==> src/sv/tcw_pkg.sv <==
// shared types, constants and codes of the text console writer
package tcw_pkg;

  localparam int unsigned COLUMNS_DEF  = 80;
  localparam int unsigned ROWS_DEF     = 25;
  localparam int unsigned TAB_STOP_DEF = 8;

  localparam int unsigned POS_W  = 11;
  localparam int unsigned IDX_W  = 11;
  localparam int unsigned CELL_W = 16;

  localparam logic [CELL_W-1:0] BLANK_CELL = 16'h0F20;

  localparam logic [7:0] CH_BS    = 8'h08;
  localparam logic [7:0] CH_TAB   = 8'h09;
  localparam logic [7:0] CH_LF    = 8'h0A;
  localparam logic [7:0] CH_CR    = 8'h0D;
  localparam logic [7:0] CH_SPACE = 8'h20;

  typedef enum logic [1:0] {
    OP_PUT   = 2'd0,
    OP_CLEAR = 2'd1,
    OP_ERASE = 2'd2,
    OP_READ  = 2'd3
  } opcode_e;

  typedef struct packed {
    opcode_e          opcode;
    logic [7:0]       char_code;
    logic [3:0]       bg_nibble;
    logic [3:0]       fg_nibble;
    logic [IDX_W-1:0] cell_index;
  } in_item_t;

  typedef struct packed {
    logic [POS_W-1:0]  cursor_position;
    logic [CELL_W-1:0] cell_data;
    logic              did_scroll;
  } out_item_t;

  typedef enum logic [2:0] {
    ST_INIT,
    ST_IDLE,
    ST_EXEC,
    ST_RDATA,
    ST_COPY,
    ST_DRAIN,
    ST_FILL,
    ST_DONE
  } ctrl_state_e;

  typedef struct packed {
    logic latch;
    logic exec;
    logic rd_capture;
    logic copy_init;
    logic copy_step;
    logic drain;
    logic fill_init_all;
    logic fill_step;
    logic out_load;
  } ctrl_cmd_t;

  typedef struct packed {
    opcode_e op;
    logic    scroll;
    logic    cnt_end;
  } ctrl_status_t;

endpackage

==> src/sv/tcw_datapath.sv <==
// cursor, sweep counter, ram access muxing and result registers
module tcw_datapath
  import tcw_pkg::*;
#(
  parameter int unsigned COLUMNS  = COLUMNS_DEF,
  parameter int unsigned ROWS     = ROWS_DEF,
  parameter int unsigned TAB_STOP = TAB_STOP_DEF,
  parameter int unsigned ADDR_W   = $clog2(COLUMNS * ROWS)
) (
  input  logic              clk_i,
  input  logic              rst_ni,
  input  in_item_t          in_item_i,
  input  ctrl_cmd_t         cmd_i,
  output ctrl_status_t      status_o,
  output out_item_t         out_item_o,
  output logic              ram_we_o,
  output logic [ADDR_W-1:0] ram_waddr_o,
  output logic [CELL_W-1:0] ram_wdata_o,
  output logic [ADDR_W-1:0] ram_raddr_o,
  input  logic [CELL_W-1:0] ram_rdata_i
);

  localparam int unsigned CELLS = COLUMNS * ROWS;
  localparam int unsigned COL_W = $clog2(COLUMNS);
  localparam int unsigned ROW_W = $clog2(ROWS);
  localparam int unsigned PH_W  = $clog2(TAB_STOP);
  localparam int unsigned TMP_W = $clog2(COLUMNS + TAB_STOP + 1);

  localparam logic [COL_W-1:0]  LAST_COL    = COL_W'(COLUMNS - 1);
  localparam logic [ROW_W-1:0]  LAST_ROW    = ROW_W'(ROWS - 1);
  localparam logic [PH_W-1:0]   LAST_PH     = PH_W'(TAB_STOP - 1);
  localparam logic [PH_W-1:0]   LAST_COL_PH = PH_W'((COLUMNS - 1) % TAB_STOP);
  localparam logic [ADDR_W-1:0] LAST_CELL   = ADDR_W'(CELLS - 1);
  localparam logic [ADDR_W-1:0] ROW_BASE    = ADDR_W'((ROWS - 1) * COLUMNS);
  localparam logic [ADDR_W-1:0] COPY_BASE   = ADDR_W'(COLUMNS);

  in_item_t          item_q;
  logic [COL_W-1:0]  col_q, col_d, nxt_col;
  logic [ROW_W-1:0]  row_q, row_d, nxt_row;
  logic [PH_W-1:0]   ph_q, ph_d, nxt_ph;
  logic [ADDR_W-1:0] cnt_q, cnt_d;
  logic              pend_q, pend_d;
  logic [ADDR_W-1:0] wr_addr_q, wr_addr_d;
  logic [CELL_W-1:0] res_data_q, res_data_d;
  logic              res_scroll_q, res_scroll_d;
  out_item_t         out_q;

  logic [TMP_W-1:0]  tab_col;
  logic              adv_row;
  logic              scroll_now;
  logic              exec_we;
  logic              exec_blank;
  logic [ADDR_W-1:0] cur_addr;
  logic [ADDR_W-1:0] pos_d;
  logic              idx_ok;

  assign tab_col = TMP_W'(col_q) + TMP_W'(TAB_STOP) - TMP_W'(ph_q);

  // cursor update for the latched operation
  always_comb begin
    nxt_col    = col_q;
    nxt_row    = row_q;
    nxt_ph     = ph_q;
    adv_row    = 1'b0;
    scroll_now = 1'b0;
    exec_we    = 1'b0;
    exec_blank = 1'b0;
    unique case (item_q.opcode)
      OP_PUT: begin
        if (item_q.char_code == CH_BS) begin
          if (col_q != '0) begin
            nxt_col = col_q - 1'b1;
            nxt_ph  = (ph_q == '0) ? LAST_PH : ph_q - 1'b1;
          end
        end else if (item_q.char_code == CH_TAB) begin
          nxt_ph = '0;
          if (tab_col >= TMP_W'(COLUMNS)) begin
            nxt_col = '0;
            adv_row = 1'b1;
          end else begin
            nxt_col = COL_W'(tab_col);
          end
        end else if (item_q.char_code == CH_CR) begin
          nxt_col = '0;
          nxt_ph  = '0;
        end else if (item_q.char_code == CH_LF) begin
          nxt_col = '0;
          nxt_ph  = '0;
          adv_row = 1'b1;
        end else if (item_q.char_code >= CH_SPACE && !item_q.char_code[7]) begin
          exec_we = 1'b1;
          if (col_q == LAST_COL) begin
            nxt_col = '0;
            nxt_ph  = '0;
            adv_row = 1'b1;
          end else begin
            nxt_col = col_q + 1'b1;
            nxt_ph  = (ph_q == LAST_PH) ? '0 : ph_q + 1'b1;
          end
        end
        if (adv_row) begin
          if (row_q == LAST_ROW) begin
            scroll_now = 1'b1;
          end else begin
            nxt_row = row_q + 1'b1;
          end
        end
      end
      OP_CLEAR: begin
        nxt_col = '0;
        nxt_row = '0;
        nxt_ph  = '0;
      end
      OP_ERASE: begin
        if (col_q != '0 || row_q != '0) begin
          exec_we    = 1'b1;
          exec_blank = 1'b1;
          if (col_q != '0) begin
            nxt_col = col_q - 1'b1;
            nxt_ph  = (ph_q == '0) ? LAST_PH : ph_q - 1'b1;
          end else begin
            nxt_col = LAST_COL;
            nxt_ph  = LAST_COL_PH;
            nxt_row = row_q - 1'b1;
          end
        end
      end
      OP_READ: begin
        nxt_col = col_q;
      end
      default: begin
        nxt_col = col_q;
      end
    endcase
  end

  assign col_d = cmd_i.exec ? nxt_col : col_q;
  assign row_d = cmd_i.exec ? nxt_row : row_q;
  assign ph_d  = cmd_i.exec ? nxt_ph  : ph_q;

  assign cur_addr = ADDR_W'(row_q) * ADDR_W'(COLUMNS) + ADDR_W'(col_q);
  assign pos_d    = ADDR_W'(row_d) * ADDR_W'(COLUMNS) + ADDR_W'(col_d);
  assign idx_ok   = 32'(item_q.cell_index) < 32'(CELLS);

  // sweep counter and copy pipeline bookkeeping
  always_comb begin
    cnt_d     = cnt_q;
    pend_d    = pend_q;
    wr_addr_d = wr_addr_q;
    priority if (cmd_i.copy_init) begin
      cnt_d  = COPY_BASE;
      pend_d = 1'b0;
    end else if (cmd_i.fill_init_all) begin
      cnt_d = '0;
    end else if (cmd_i.drain) begin
      cnt_d = ROW_BASE;
    end else if (cmd_i.copy_step) begin
      cnt_d     = cnt_q + 1'b1;
      pend_d    = 1'b1;
      wr_addr_d = cnt_q - COPY_BASE;
    end else if (cmd_i.fill_step) begin
      cnt_d = cnt_q + 1'b1;
    end else begin
      cnt_d = cnt_q;
    end
  end

  // ram port muxing
  always_comb begin
    ram_we_o    = 1'b0;
    ram_waddr_o = cnt_q;
    ram_wdata_o = BLANK_CELL;
    priority if (cmd_i.fill_step) begin
      ram_we_o = 1'b1;
    end else if ((cmd_i.copy_step && pend_q) || cmd_i.drain) begin
      ram_we_o    = 1'b1;
      ram_waddr_o = wr_addr_q;
      ram_wdata_o = ram_rdata_i;
    end else if (cmd_i.exec && exec_we) begin
      ram_we_o    = 1'b1;
      ram_waddr_o = exec_blank ? pos_d : cur_addr;
      ram_wdata_o = exec_blank ? BLANK_CELL
                               : {item_q.bg_nibble, item_q.fg_nibble, item_q.char_code};
    end else begin
      ram_we_o = 1'b0;
    end
  end

  assign ram_raddr_o = cmd_i.copy_step ? cnt_q : ADDR_W'(item_q.cell_index);

  always_comb begin
    res_data_d   = res_data_q;
    res_scroll_d = res_scroll_q;
    if (cmd_i.exec) begin
      res_data_d   = '0;
      res_scroll_d = scroll_now;
    end else if (cmd_i.rd_capture) begin
      res_data_d = idx_ok ? ram_rdata_i : '0;
    end
  end

  always_ff @(posedge clk_i or negedge rst_ni) begin
    if (!rst_ni) begin
      col_q  <= '0;
      row_q  <= '0;
      ph_q   <= '0;
      cnt_q  <= '0;
      pend_q <= 1'b0;
    end else begin
      col_q  <= col_d;
      row_q  <= row_d;
      ph_q   <= ph_d;
      cnt_q  <= cnt_d;
      pend_q <= pend_d;
    end
  end

  always_ff @(posedge clk_i) begin
    if (cmd_i.latch) begin
      item_q <= in_item_i;
    end
    wr_addr_q    <= wr_addr_d;
    res_data_q   <= res_data_d;
    res_scroll_q <= res_scroll_d;
    if (cmd_i.out_load) begin
      out_q.cursor_position <= POS_W'(pos_d);
      out_q.cell_data       <= res_data_d;
      out_q.did_scroll      <= res_scroll_d;
    end
  end

  assign status_o.op      = item_q.opcode;
  assign status_o.scroll  = scroll_now;
  assign status_o.cnt_end = (cnt_q == LAST_CELL);
  assign out_item_o       = out_q;

endmodule

==> config.mk <==
export PLATFORM = sky130hd
export DESIGN_NAME = tcw_datapath
export DESIGN_NICKNAME = d
export VERILOG_FILES = /design/src/sv/tcw_pkg.sv /design/src/sv/tcw_datapath.sv
export SDC_FILE = /design/constraint.sdc
export NUM_CORES = 1
export LEC_CHECK = 0
export ABC_AREA = 1
export BUFFER_PORTS_ARGS = -buffer_cell sky130_fd_sc_hd__buf_2
export CAP_MARGIN = 20
export CORE_MARGIN = 2
export CORE_UTILIZATION = 57
export CTS_CLUSTER_SIZE = 28
export DETAILED_ROUTE_END_ITERATION = 16
export GPL_TIMING_DRIVEN = 0
export PLACE_DENSITY = 0.81
export SYNTH_ARGS = -nofsm -noshare
export SYNTH_HDL_FRONTEND = slang
export SYNTH_SLANG_ARGS = --single-unit
==> constraint.sdc <==
create_clock -name clk_i -period 6.3 [get_ports clk_i]
set_input_delay 1.575 -clock clk_i [delete_from_list [all_inputs] [get_ports clk_i]]
set_output_delay 1.575 -clock clk_i [all_outputs]
set_load 0.02 [all_outputs]
==> impl_metrics.py <==
metrics = {
    "outcome": {
        "run_status": "finished with violations",
        "violations": "negative setup slack",
    },
    "sta": {
        "fin_ws_ns": -0.0777,
        "slew_viol_final": 0,
        "fin_crit_sh": 1.01,
        "tightest_slew_ns": 0.934,
        "post-route-min-period_ns": 6.38,
        "maxSlewHeadroom": 0.375,
        "finalHoldViolations": 0,
        "finalSetupViolCount": 1,
        "rsz0062_at_grt": "yes",
        "fmax_ghz": 0.157,
        "finalClockSkew_ns": 0.0115,
        "tns_ns": -0.0777,
    },
    "yosys": {
        "ys_warn_count": 0,
        "synth_cells": 832,
        "yosysUniqueCellTypes": 54,
        "ys_ff_latch": 112,
        "seq_area_frac_synth": 0.434,
        "avgSynthCellArea_um2": 8.46,
        "synth_ff_type": "edfxtp_1",
        "syn_area_mm2": 0.00704,
        "synth_enable_flop_cells": 68,
        "synth_nets": 939,
        "ys_async_sr_fraction": 0.241,
    },
    "setup_path": {
        "cp_slowest_stage_delay_ns": 0.44,
        "worstPathArrival_ns": 4.80,
        "r2r_cells": 25,
        "path_class": "register to output pin",
        "r2r_slack_ns": 1.96,
        "startpoint_type": "register",
        "required_ns": 4.72,
        "critPathCaptureType": "output pin",
        "critPathMaxFanout": 5,
        "reg2reg_to": "out_item_o[27]",
        "rr_startpoint": "col_q[1]",
        "cp_slowest_cell": "dfrtp_2",
    },
    "detailed_routing": {
        "routed_wl_um": 19900,
        "wire_per_inst_um": 17.4,
        "vias_per_cell": 5.83,
        "drt_iter0_drc": 633,
        "firstDrtPassIters": 6,
        "antenna_left": 0,
        "routed-via-count": 6660,
        "route.detailed.drc": 0,
    },
    "floorplan": {
        "die_w_um": 115,
        "die_y_um": 115,
        "placeableCoreArea_mm2": 0.0120,
        "rows": 40,
        "io_pins": 127,
        "dieArea_mm2": 0.0133,
        "start_util": 0.586,
    },
    "global_routing": {
        "grt_pass1_vias": 6390,
        "grt_max_degree": 30,
        "grt_pass1_wl_um": 30900,
        "grt_overflow": 0,
        "antenna_found_initial": 1,
        "track_usage": 0.300,
    },
    "hold_path": {
        "min_path_type": "register to register",
        "holdCritStartpoint": "pend_q",
        "hold_depth": 2,
        "hold_end": "pend_q",
    },
    "run": {
        "cap_violations": 0,
    },
    "place": {
        "gp_congestion": 0.955,
        "io_buffers": 125,
        "hpwl_um": 14000,
        "place_inst": 1104,
    },
    "power": {
        "p_per_area_mw_per_mm2": 304,
        "p_total_mw": 2.60,
        "power.leakage_nw": 3.87,
        "ir_drop_uv": 222,
    },
    "clock_tree": {
        "clkTransAtPathRegs_ns": 0.07,
        "postCtsHoldBufs": 0,
        "cts_tree": "yes",
        "cts_buffer_depth": 2,
        "root_buffer": "clkbuf_16",
        "htreeDepth": 3,
        "worstSkewPairLatency_ns": 0.36,
        "cts_buffers": 9,
        "clock-sinks": 112,
    },
    "final_layout": {
        "fin_nets": 1098,
        "fin_cells": 1143,
        "antennaDiodeCount": 0,
        "layout-drive-gt1-share": 0.251,
        "syn2layout_area_growth_pct": 21.6,
        "fillers": 914,
    },
}
-- worst max-delay path by stage --
| stage | from | slack [ns] | cells after the start | end |
|---|---|---|---|---|
| 6_report | col_q[1] | -0.08 | 29 | ram_waddr_o[10] |
| 4_1_cts | col_q[1] | -0.1 | 29 | ram_waddr_o[10] |
| 3_5_place_dp | cmd_i[7] | -0.41 | 20 | ram_waddr_o[10] |
| 2_1_floorplan | col_q[0] | 0.44 | 30 | ram_waddr_o[10] |
| 3_3_place_gp | cmd_i[7] | -0.34 | 20 | ram_waddr_o[10] |
| 5_1_grt | ph_q[1] | -0.28 | 30 | ram_waddr_o[10] |
-- where the power goes --
group | total, mW | internal [mW] | leakage (nW) | switching, mW
logic | 1.07 | 0.434 | 2.57 | 0.639
clock network | 0.591 | 0.314 | 0.152 | 0.278
registers | 0.940 | 0.877 | 1.15 | 0.0630
-- stage by stage --
stage / hold WS (ns) / instance area [um^2] / setup slack, ns / util
2_1_floorplan: 0.431 / 7040 / 0.443 / -
3_3_place_gp: 0.457 / 7850 / -0.343 / 0.653
3_5_place_dp: 0.484 / 7850 / -0.409 / 0.653
4_1_cts: 0.502 / 8430 / -0.0963 / 0.702
5_1_grt: 0.532 / 8560 / -0.275 / 0.713
6_report: 0.510 / 8560 / -0.0777 / 0.713
-- cells in the mapped netlist (9+ instances only) --
library cell | instances | area share
o21ai_0 | 81 | 0.058
nand3_1 | 43 | 0.031
o211ai_1 | 11 | 0.012
edfxtp_1 | 68 | 0.29
clkbuf_1 | 19 | 0.010
ha_1 | 46 | 0.082
nand2_1 | 161 | 0.086
inv_1 | 88 | 0.047
nor3_1 | 13 | 0.0092
dfxtp_1 | 17 | 0.048
nor2_1 | 54 | 0.029
a21oi_1 | 80 | 0.057
nand4_1 | 9 | 0.0080
dfrtp_1 | 27 | 0.096
xor2_1 | 20 | 0.025
-- cells in the final DEF, fill, tap and decap left out, types with 6 or more instances in the layout --
| master | instances |
|---|---|
| edfxtp_1 | 68 |
| dfrtp_1 | 25 |
| ha_1 | 38 |
| nor2_1 | 50 |
| buf_4 | 29 |
| a21oi_1 | 78 |
| o211ai_1 | 11 |
| nand4_1 | 9 |
| inv_2 | 13 |
| xnor2_1 | 7 |
| nand2_1 | 158 |
| xor2_1 | 18 |
| o21ai_0 | 72 |
| nand3_1 | 40 |
| o21ai_1 | 13 |
| dfxtp_1 | 17 |
| ha_4 | 6 |
| clkbuf_16 | 9 |
| nand2_2 | 7 |
| nor2_4 | 8 |
| nor3_1 | 13 |
| buf_2 | 126 |
| clkbuf_1 | 19 |
| inv_1 | 79 |
-- layer usage --
layer	vias up	global-route usage	share of wire
met4	2	0.139	0.036
li1	3146	-	-
met3	77	0.0675	0.082
met1	3115	0.374	0.38
met5	-	0	0.00035
met2	320	0.501	0.50
-- what timing repair did --
item                                    CTS  global route
pin swaps                                24            25
endpoints found under the setup margin    6             6
gates resized for setup                  43            22
endpoints found under the hold margin     0             0
buffers inserted                         17             6
-- state kept, by name, summed over array words and instances, names as in the netlist, 3 cells and up --
name and count:
cnt_q 11, col_q 7, item_q 27, out_item_o 28, ph_q 3, res_data_q 16
row_q 5, wr_addr_q 11
-- logic make-up after synthesis --
kind of cell	count (synthesis)	share of synthesized area
compound gates	207	0.163
xor+xnor	27	0.0336
fa+ha+maj	51	0.0960
buf+inv	127	0.0748
flops	112	0.434
mux	2	0.00284
simple gates	306	0.195
-- critical path: cells and delay by family (launching register included) --
family                   cells  cell delay (ns)
buffers and inverters        5             0.34
AO/OA/AOI/OAI                5             0.77
flip-flops                   1             0.44
XOR/XNOR                     2             0.38
adder cells (fa/ha/maj)      6             1.46
AND/OR/NAND/NOR             11             1.04
-- final cells by class --
type,count,area [um^2],share of cell area
multi-input cells,593,3670,0.429
repair buffers,148,807,0.0943
clock buffers,9,225,0.0263
flip-flops and latches,112,3060,0.357
plain buffers,30,158,0.0184
well taps,147,184,0.0215
inverters,97,374,0.0437
clock inverters,7,80.1,0.00935
Power figures use the tool's default switching activity.
