### config.mk
export PLATFORM = sky130hd
export DESIGN_NAME = tcw_ctrl
export DESIGN_NICKNAME = d
export VERILOG_FILES = /design/src/sv/tcw_pkg.sv /design/src/sv/tcw_ctrl.sv
export SDC_FILE = /design/constraint.sdc
export NUM_CORES = 1
export LEC_CHECK = 0
export BUFFER_PORTS_ARGS = -buffer_cell sky130_fd_sc_hd__buf_2
export CAP_MARGIN = 20
export CORE_MARGIN = 5
export CORE_UTILIZATION = 29
export CTS_BUF_LIST = sky130_fd_sc_hd__clkbuf_4
export DETAILED_ROUTE_END_ITERATION = 8
export PLACE_DENSITY = 0.67
export SLEW_MARGIN = 20
export SYNTH_ARGS = -nofsm -noshare
export SYNTH_HDL_FRONTEND = slang
export SYNTH_SLANG_ARGS = --single-unit
export TNS_END_PERCENT = 10
### constraint.sdc
create_clock -name clk_i -period 1.25 [get_ports clk_i]
set_input_delay 0 -clock clk_i [delete_from_list [all_inputs] [get_ports clk_i]]
set_output_delay 0 -clock clk_i [all_outputs]
set_load 0.01 [all_outputs]
### src/sv/tcw_pkg.sv
// shared types, constants and codes of the text console writer
package tcw_pkg;

  localparam int unsigned COLUMNS_DEF  = 80;
  localparam int unsigned ROWS_DEF     = 25;
  localparam int unsigned TAB_STOP_DEF = 8;

  localparam int unsigned POS_W  = 11;
  localparam int unsigned IDX_W  = 11;
  localparam int unsigned CELL_W = 16;

  localparam logic [CELL_W-1:0] BLANK_CELL = 16'h0F20;

  localparam logic [7:0] CH_BS    = 8'h08;
  localparam logic [7:0] CH_TAB   = 8'h09;
  localparam logic [7:0] CH_LF    = 8'h0A;
  localparam logic [7:0] CH_CR    = 8'h0D;
  localparam logic [7:0] CH_SPACE = 8'h20;

  typedef enum logic [1:0] {
    OP_PUT   = 2'd0,
    OP_CLEAR = 2'd1,
    OP_ERASE = 2'd2,
    OP_READ  = 2'd3
  } opcode_e;

  typedef struct packed {
    opcode_e          opcode;
    logic [7:0]       char_code;
    logic [3:0]       bg_nibble;
    logic [3:0]       fg_nibble;
    logic [IDX_W-1:0] cell_index;
  } in_item_t;

  typedef struct packed {
    logic [POS_W-1:0]  cursor_position;
    logic [CELL_W-1:0] cell_data;
    logic              did_scroll;
  } out_item_t;

  typedef enum logic [2:0] {
    ST_INIT,
    ST_IDLE,
    ST_EXEC,
    ST_RDATA,
    ST_COPY,
    ST_DRAIN,
    ST_FILL,
    ST_DONE
  } ctrl_state_e;

  typedef struct packed {
    logic latch;
    logic exec;
    logic rd_capture;
    logic copy_init;
    logic copy_step;
    logic drain;
    logic fill_init_all;
    logic fill_step;
    logic out_load;
  } ctrl_cmd_t;

  typedef struct packed {
    opcode_e op;
    logic    scroll;
    logic    cnt_end;
  } ctrl_status_t;

endpackage

### src/sv/tcw_ctrl.sv
// controller state machine and output valid flag
module tcw_ctrl
  import tcw_pkg::*;
(
  input  logic         clk_i,
  input  logic         rst_ni,
  input  logic         in_valid_i,
  output logic         in_ready_o,
  output logic         out_valid_o,
  input  logic         out_ready_i,
  input  ctrl_status_t status_i,
  output ctrl_cmd_t    cmd_o
);

  ctrl_state_e state_q, state_d;
  logic        out_valid_q, out_valid_d;
  logic        out_free;

  // output slot is free when empty or being drained this cycle
  assign out_free = !out_valid_q || out_ready_i;

  always_comb begin
    state_d = state_q;
    unique case (state_q)
      ST_INIT: begin
        if (status_i.cnt_end) begin
          state_d = ST_IDLE;
        end
      end
      ST_IDLE: begin
        if (in_valid_i) begin
          state_d = ST_EXEC;
        end
      end
      ST_EXEC: begin
        unique case (status_i.op)
          OP_PUT: begin
            if (status_i.scroll) begin
              state_d = ST_COPY;
            end else begin
              state_d = out_free ? ST_IDLE : ST_DONE;
            end
          end
          OP_CLEAR: state_d = ST_FILL;
          OP_ERASE: state_d = out_free ? ST_IDLE : ST_DONE;
          OP_READ:  state_d = ST_RDATA;
          default:  state_d = ST_IDLE;
        endcase
      end
      ST_RDATA: state_d = out_free ? ST_IDLE : ST_DONE;
      ST_COPY: begin
        if (status_i.cnt_end) begin
          state_d = ST_DRAIN;
        end
      end
      ST_DRAIN: state_d = ST_FILL;
      ST_FILL: begin
        if (status_i.cnt_end) begin
          state_d = out_free ? ST_IDLE : ST_DONE;
        end
      end
      ST_DONE: begin
        if (out_free) begin
          state_d = ST_IDLE;
        end
      end
      default: state_d = ST_IDLE;
    endcase
  end

  always_comb begin
    cmd_o      = '0;
    in_ready_o = 1'b0;
    unique case (state_q)
      ST_INIT: cmd_o.fill_step = 1'b1;
      ST_IDLE: begin
        in_ready_o  = 1'b1;
        cmd_o.latch = in_valid_i;
      end
      ST_EXEC: begin
        cmd_o.exec = 1'b1;
        unique case (status_i.op)
          OP_PUT: begin
            cmd_o.copy_init = status_i.scroll;
            cmd_o.out_load  = !status_i.scroll && out_free;
          end
          OP_CLEAR: cmd_o.fill_init_all = 1'b1;
          OP_ERASE: cmd_o.out_load = out_free;
          OP_READ:  cmd_o.out_load = 1'b0;
          default:  cmd_o.out_load = 1'b0;
        endcase
      end
      ST_RDATA: begin
        cmd_o.rd_capture = 1'b1;
        cmd_o.out_load   = out_free;
      end
      ST_COPY:  cmd_o.copy_step = 1'b1;
      ST_DRAIN: cmd_o.drain = 1'b1;
      ST_FILL: begin
        cmd_o.fill_step = 1'b1;
        cmd_o.out_load  = status_i.cnt_end && out_free;
      end
      ST_DONE:  cmd_o.out_load = out_free;
      default:  cmd_o = '0;
    endcase
  end

  always_comb begin
    out_valid_d = out_valid_q;
    if (cmd_o.out_load) begin
      out_valid_d = 1'b1;
    end else if (out_ready_i) begin
      out_valid_d = 1'b0;
    end
  end

  always_ff @(posedge clk_i or negedge rst_ni) begin
    if (!rst_ni) begin
      state_q     <= ST_INIT;
      out_valid_q <= 1'b0;
    end else begin
      state_q     <= state_d;
      out_valid_q <= out_valid_d;
    end
  end

  assign out_valid_o = out_valid_q;

endmodule

==> flow_metrics.env, run 1 <==
export IMPL_status="finished with violations"
export IMPL_violations="setup timing"
export IMPL_reg2reg_slack_ps=-70
export IMPL_cts_root_buffer="clkbuf_4"
export IMPL_drtIter0Drc=5
export IMPL_fp_dieArea_um2=2210
export IMPL_viasPerCell=4.98
export IMPL_syn_nets=58
export IMPL_worstRegToRegCells=4
export IMPL_seq_area_um2=103
export IMPL_ctsLongestPathBuffers=2
export IMPL_cap_viol_max_count=0
export IMPL_die_w_um=47.0
export IMPL_multi_input_area_um2=303
export IMPL_hold_viol=0
export IMPL_place_gp_congestion=0.789
export IMPL_cts_sinks=4
export IMPL_rsz0062_at_grt="true"
export IMPL_die_h_um=47.0
export IMPL_dr_total_vias=488
export IMPL_layout_nets=93
export IMPL_netlist_instances=50
export IMPL_initial_utilization_pct=30.5
export IMPL_firstDrtPassIters=4
export IMPL_crit_arrival_ps=1380
export IMPL_core_rowCount=13
export IMPL_synth_top_area_share_pct=25.2
export IMPL_cts_made_buffers=3
export IMPL_r2r_start="state_q[1]"
export IMPL_post_route_period_util_pct=110
export IMPL_wl_met2_um=673
export IMPL_wl_per_cell_um=12.9
export IMPL_grt_pass1_vias=444
export IMPL_antenna_found_initial=0
export IMPL_maxUsedRoutingLayer="met3"
export IMPL_met1Wirelength_um=524
export IMPL_setup_viol=6
export IMPL_cts_tree="yes"
export IMPL_p_per_area_nw_per_um2=2220
export IMPL_clock_fmax_ghz=0.726
export IMPL_core_area_um2=1300
export IMPL_n_antenna_cell=0
export IMPL_crit_start="state_q[0]"
export IMPL_tightest_slew_ps=411
export IMPL_finalSetupTns_ps=-411
export IMPL_slew_headroom_pct=72.6
export IMPL_place_port_buffers=18
export IMPL_ys_warn_count=0
export IMPL_ys_types=29
export IMPL_peakVddDrop_uv=1200
export IMPL_report_final_slew_viol_count=0
export IMPL_nFillCells=130
export IMPL_netlist_area_um2=397
export IMPL_wl_um=1270
export IMPL_post_route_drc_count=0
export IMPL_final_antenna_net_count=0
export IMPL_hp_class="in2async"
export IMPL_path_max_fanout=4
export IMPL_syn_to_final_growth_pct=73.2
export IMPL_p_leak_nw=0.342
export IMPL_r2r_end="state_q[1]"
export IMPL_avgSynthCellArea_um2=7.93
export IMPL_ios=19
export IMPL_skew_ps=6.37
export IMPL_wl_met3_um=69
export IMPL_layout_drive_gt1_share_pct=63.9
export IMPL_yosys_top_cells_area="dfrtp_1 25%, nor2_1 5.7%, nor2b_1 4.7%"
export IMPL_htreeDepth=1
export IMPL_grt_pass1_wl_um=1930
export IMPL_clock_latency_ps=230
export IMPL_cp_required_ps=1250
export IMPL_synth_ff_latch_count=4
export IMPL_critPathCaptureType="output pin"
export IMPL_dp_hpwl_um=845
export IMPL_synth_seq_area_share_pct=25.2
export IMPL_grt_max_degree=10
export IMPL_fin_ws_ps=-127
export IMPL_start_kind="flip-flop"
export IMPL_whs_ps=93.3
export IMPL_grt_overflow=0
export IMPL_yosysTopAreaCell="dfrtp_1"
export IMPL_worstSetupPathType="reg2out"
export IMPL_clkTransAtPathRegs_ps=40
export IMPL_dp_slack_ps=-94.5
export IMPL_min_period_ps=1380
export IMPL_grt_usage_pct=12.2
## area by class of cell
cell class / count / share of cell area [%]
inverters: 2 / 1.82
multi-input cells: 40 / 44.1
repair buffers: 34 / 33.2
clock buffers: 3 / 3.28
flip-flops and latches: 4 / 14.9
well taps: 15 / 2.73
## metrics by stage
stage / std cells / util (%) / instance area, um^2 / total power, W
after floorplan: 50 / - / 397 / 0.000743
after global placement: 87 / 41.3 / 538 / 0.00102
after detailed placement: 87 / 41.3 / 538 / 0.00103
after CTS: 96 / 48.2 / 627 / 0.00136
after global routing: 98 / 52.8 / 687 / 0.00165
final: 98 / 52.8 / 687 / 0.00153
## logic make-up after synthesis
logic type	Yosys count	share of synthesized area [%]
flops	4	25.2
simple gates	26	40.4
buf+inv	6	8.83
compound gates	14	25.6
## layer usage
| metal | vias to the layer above | track usage, % |
|---|---|---|
| met5 | - | 0 |
| met4 | 0 | 1.66 |
| met3 | 0 | 4.60 |
| met2 | 13 | 20.1 |
| met1 | 223 | 15.7 |
| li1 | 252 | - |
## critical path, stage by stage (launching register included)
cell     delay [ps]
dfrtp_2         440
buf_4           170
a21oi_2         170
o31ai_4         100
nand2_1          90
nor2_1           40
buf_2           130
## synth_stat cells
library cell,number
nand2_1,4
nor2_2,1
a2111oi_2,1
nand2b_2,1
nor3b_4,1
buf_2,1
a31oi_1,1
a21oi_1,2
o2bb2ai_1,1
and3_2,1
nor2b_1,3
nand3_1,1
nor2_1,6
buf_4,2
o21ai_1,1
o32ai_1,1
o31ai_1,1
nor3b_2,1
a221oi_1,2
nor3_1,2
and3b_1,1
and2_1,1
a21o_1,1
o21ai_0,3
nor3b_1,1
dfrtp_1,4
clkbuf_4,1
inv_2,2
and3_1,2
## cell usage in the layout (no fill, tap or decap)
| cell | synthesis | layout |
|---|---|---|
| a2111oi_2 | 1 | 1 |
| a21o_1 | 1 | 1 |
| a21oi_1 | 2 | 1 |
| a21oi_2 | 0 | 1 |
| a221oi_1 | 2 | 1 |
| a221oi_2 | 0 | 1 |
| a31oi_1 | 1 | 1 |
| and2_1 | 1 | 1 |
| and3_1 | 2 | 2 |
| and3_2 | 1 | 1 |
| and3b_1 | 1 | 1 |
| buf_2 | 1 | 18 |
| buf_4 | 2 | 11 |
| buf_6 | 0 | 4 |
| clkbuf_4 | 1 | 3 |
| dfrtp_1 | 4 | 2 |
| dfrtp_2 | 0 | 2 |
| dlygate4sd3_1 | 0 | 1 |
| inv_4 | 0 | 2 |
| nand2_1 | 4 | 4 |
| nand2b_2 | 1 | 1 |
| nand3_1 | 1 | 1 |
| nor2_1 | 6 | 5 |
| nor2_2 | 1 | 2 |
| nor2b_1 | 3 | 3 |
| nor3_2 | 0 | 2 |
| nor3b_2 | 1 | 2 |
| nor3b_4 | 1 | 1 |
| o21ai_0 | 3 | 3 |
| o21ai_1 | 1 | 1 |
| o2bb2ai_1 | 1 | 1 |
| o31ai_4 | 0 | 1 |
| o32ai_1 | 1 | 1 |
## timing repair
action | CTS | global route
hold buffers | 1 | 0
endpoints found under the hold margin | 4 | 0
gates cloned | 0 | 0
buffers inserted | 5 | 2
endpoints found under the setup margin | 11 | 10
resized for setup | 6 | 10
pin swaps | 2 | 6
## sequential cells by signal (all words and copies together) (netlist names)
signal and cells:
state_q 3, out_valid_o 1
## power by group
group / internal, W / switching [W]
registers: 0.000187 / 0.0000802
clock network: 0.000107 / 0.0000486
logic: 0.000575 / 0.000529
## how the worst max path moves through the flow
stage,endpoint,slack (ps),cells past startpoint
finish,cmd_o[0],-130,6
global route,cmd_o[0],-200,6
floorplan,state_q[2],80,4
global placement,state_q[1],-40,3
detailed placement,state_q[1],-90,3
CTS,cmd_o[5],-120,5
Power figures use the tool's default switching activity.
==> inputs of run 2 (changes only) <==
Settings changed: PLACE_DENSITY 0.67 to 0.63.
==> run 2 against run 1 <==
Against the previous run:
- the flow still finishes with violations (setup timing)
- hold slack gained 5.5 ps
- global-route usage shrank 0.40 points
- clock power is essentially flat
- cell area shrank 12%
- register-to-register slack lost 100 ps
- power shrank 17%
- sequential cell count is the same
- maximum frequency shrank 3.0%
- critical path type is now reg2reg
- core utilization shrank 6.4 points
- non-clock buffer count shrank 5
- critical path depth shrank 1
- critical endpoint is now state_q[1]
==> flow_metrics.env, run 2 (synthesized netlist as in run 1, its figures left out) <==
export IMPL_status="finished with violations"
export IMPL_violations="setup timing"
export IMPL_layout_nets=88
export IMPL_grt_pass1_wl_um=1850
export IMPL_clockPowerShare_pct=12.5
export IMPL_fp_dieArea_um2=2210
export IMPL_clock_fmax_ghz=0.704
export IMPL_report_final_slew_viol_count=0
export IMPL_antenna_found_initial=0
export IMPL_dr_total_vias=475
export IMPL_p_sw_share_pct=44.0
export IMPL_n_antenna_cell=0
export IMPL_peakVddDrop_uv=779
export IMPL_largest_reg_flops=3
export IMPL_power_frac_comb_pct=64.8
export IMPL_hp_class="in2async"
export IMPL_crit_arrival_ps=1500
export IMPL_reg2reg_slack_ps=-170
export IMPL_clock_latency_ps=230
export IMPL_power_share_sequential_pct=22.8
export IMPL_wl_per_cell_um=12.7
export IMPL_final_area_um2=603
export IMPL_place_port_buffers=18
export IMPL_cts_sinks=4
export IMPL_fin_ws_ps=-170
export IMPL_p_per_area_nw_per_um2=2100
export IMPL_drtIter0Drc=15
export IMPL_die_h_um=47.0
export IMPL_tightest_slew_ps=366
export IMPL_path_max_fanout=4
export IMPL_hold_viol=0
export IMPL_viasPerCell=5.11
export IMPL_power_w=0.00126
export IMPL_grt_pass1_vias=467
export IMPL_critPathCaptureType="flip-flop"
export IMPL_start_kind="flip-flop"
export IMPL_regMostFlops="state_q"
export IMPL_cts_tree="yes"
export IMPL_cts_root_buffer="clkbuf_4"
export IMPL_die_w_um=47.0
export IMPL_postPlaceCellArea_um2=523
export IMPL_layout_drive_gt1_share_pct=55.1
export IMPL_final_antenna_net_count=0
export IMPL_syn_to_final_growth_pct=52.1
export IMPL_wl_um=1180
export IMPL_htreeDepth=1
export IMPL_place_gp_congestion=0.941
export IMPL_grt_overflow=0
export IMPL_internal_power_w=0.000708
export IMPL_core_area_um2=1300
export IMPL_clkTransAtPathRegs_ps=40
export IMPL_firstDrtPassIters=4
export IMPL_skew_ps=2.42
export IMPL_min_period_ps=1420
export IMPL_p_switching_w=0.000556
export IMPL_dp_hpwl_um=885
export IMPL_final_cell_mix="18 x buf_2, 8 x buf_4, 5 x nor2_1"
export IMPL_post_route_drc_count=0
export IMPL_slew_headroom_pct=75.6
export IMPL_initial_utilization_pct=30.5
export IMPL_cap_viol_max_count=0
export IMPL_finalSetupTns_ps=-709
export IMPL_core_rowCount=13
export IMPL_cts_made_buffers=3
export IMPL_grt_usage_pct=11.8
export IMPL_rsz0062_at_grt="true"
export IMPL_ctsLongestPathBuffers=2
export IMPL_worstSetupPathType="reg2reg"
export IMPL_layout_commonest_cell="buf_2"
export IMPL_post_route_period_util_pct=114
export IMPL_setup_viol=6
export IMPL_cp_required_ps=1330
export IMPL_ios=19
export IMPL_p_leak_nw=0.306
export IMPL_grt_max_degree=11
-- run 2: changes by cell type in the layout (fill, tap and decap cells not counted), moves of 2 or more --
cell	before	now
buf_6	4	2
buf_4	11	8
nor3_2	2	0
nor3_1	0	2
-- run 2: worst paths after layout --
kind,cells past startpoint,from,to
min,2,rst_ni,state_q[2]
max in group asynchronous,2,rst_ni,state_q[1]
max,5,state_q[2],state_q[1]
max reg2reg,5,state_q[2],state_q[1]
min in group clk_i,3,out_ready_i,out_valid_o
min reg2reg,2,out_valid_o,out_valid_o
-- run 2: layer usage --
layer,vias to the layer above,GRT usage [%],share of wire [%]
li1,237,-,-
met1,217,13.3,42
met2,19,19.0,49
met3,2,1.92,7.1
met4,0,10.5,1.2
met5,-,0,0
-- run 2: power by group through the flow --
stage	logic, W	clock network [W]	registers (W)
detailed placement	0.000719	0	0.000279
finish	0.000818	0.000158	0.000288
global route	0.000888	0.000173	0.000297
CTS	0.000779	0.000156	0.000284
floorplan	0.000495	0	0.000248
global placement	0.000713	0	0.000276
-- run 2: area by class of cell --
cell class | instances | area [um^2]
sequential | 4 | 103
multi-input combinational | 40 | 267
timing repair buffer | 29 | 183
clock buffer | 3 | 22.5
inverter | 2 | 10.0
fill | 137 | 698
tap | 15 | 18.8
-- run 2: critical path, stage by stage (launching register included) --
cell,delay [ps]
dfrtp_1,400
buf_4,140
nor2_1,140
nor2_1,60
a221oi_1,390
o32ai_1,140
-- run 2: timing repair --
action	in CTS	in global routing
endpoints found under the hold margin	4	0
gates resized for setup	3	4
pin swaps	2	2
setup endpoints to repair	12	9
hold buffers	1	0
buffers inserted	3	1
-- run 2: per-stage QoR --
stage | cells | utilization, % | setup WS (ps) | hold WS [ps]
floorplan | 50 | - | 80.2 | -296
global placement | 85 | 40.2 | -69.1 | -195
detailed placement | 85 | 40.2 | -111 | -194
CTS | 92 | 44.9 | -120 | 101
global route | 93 | 46.3 | -229 | 113
finish | 93 | 46.3 | -170 | 98.7
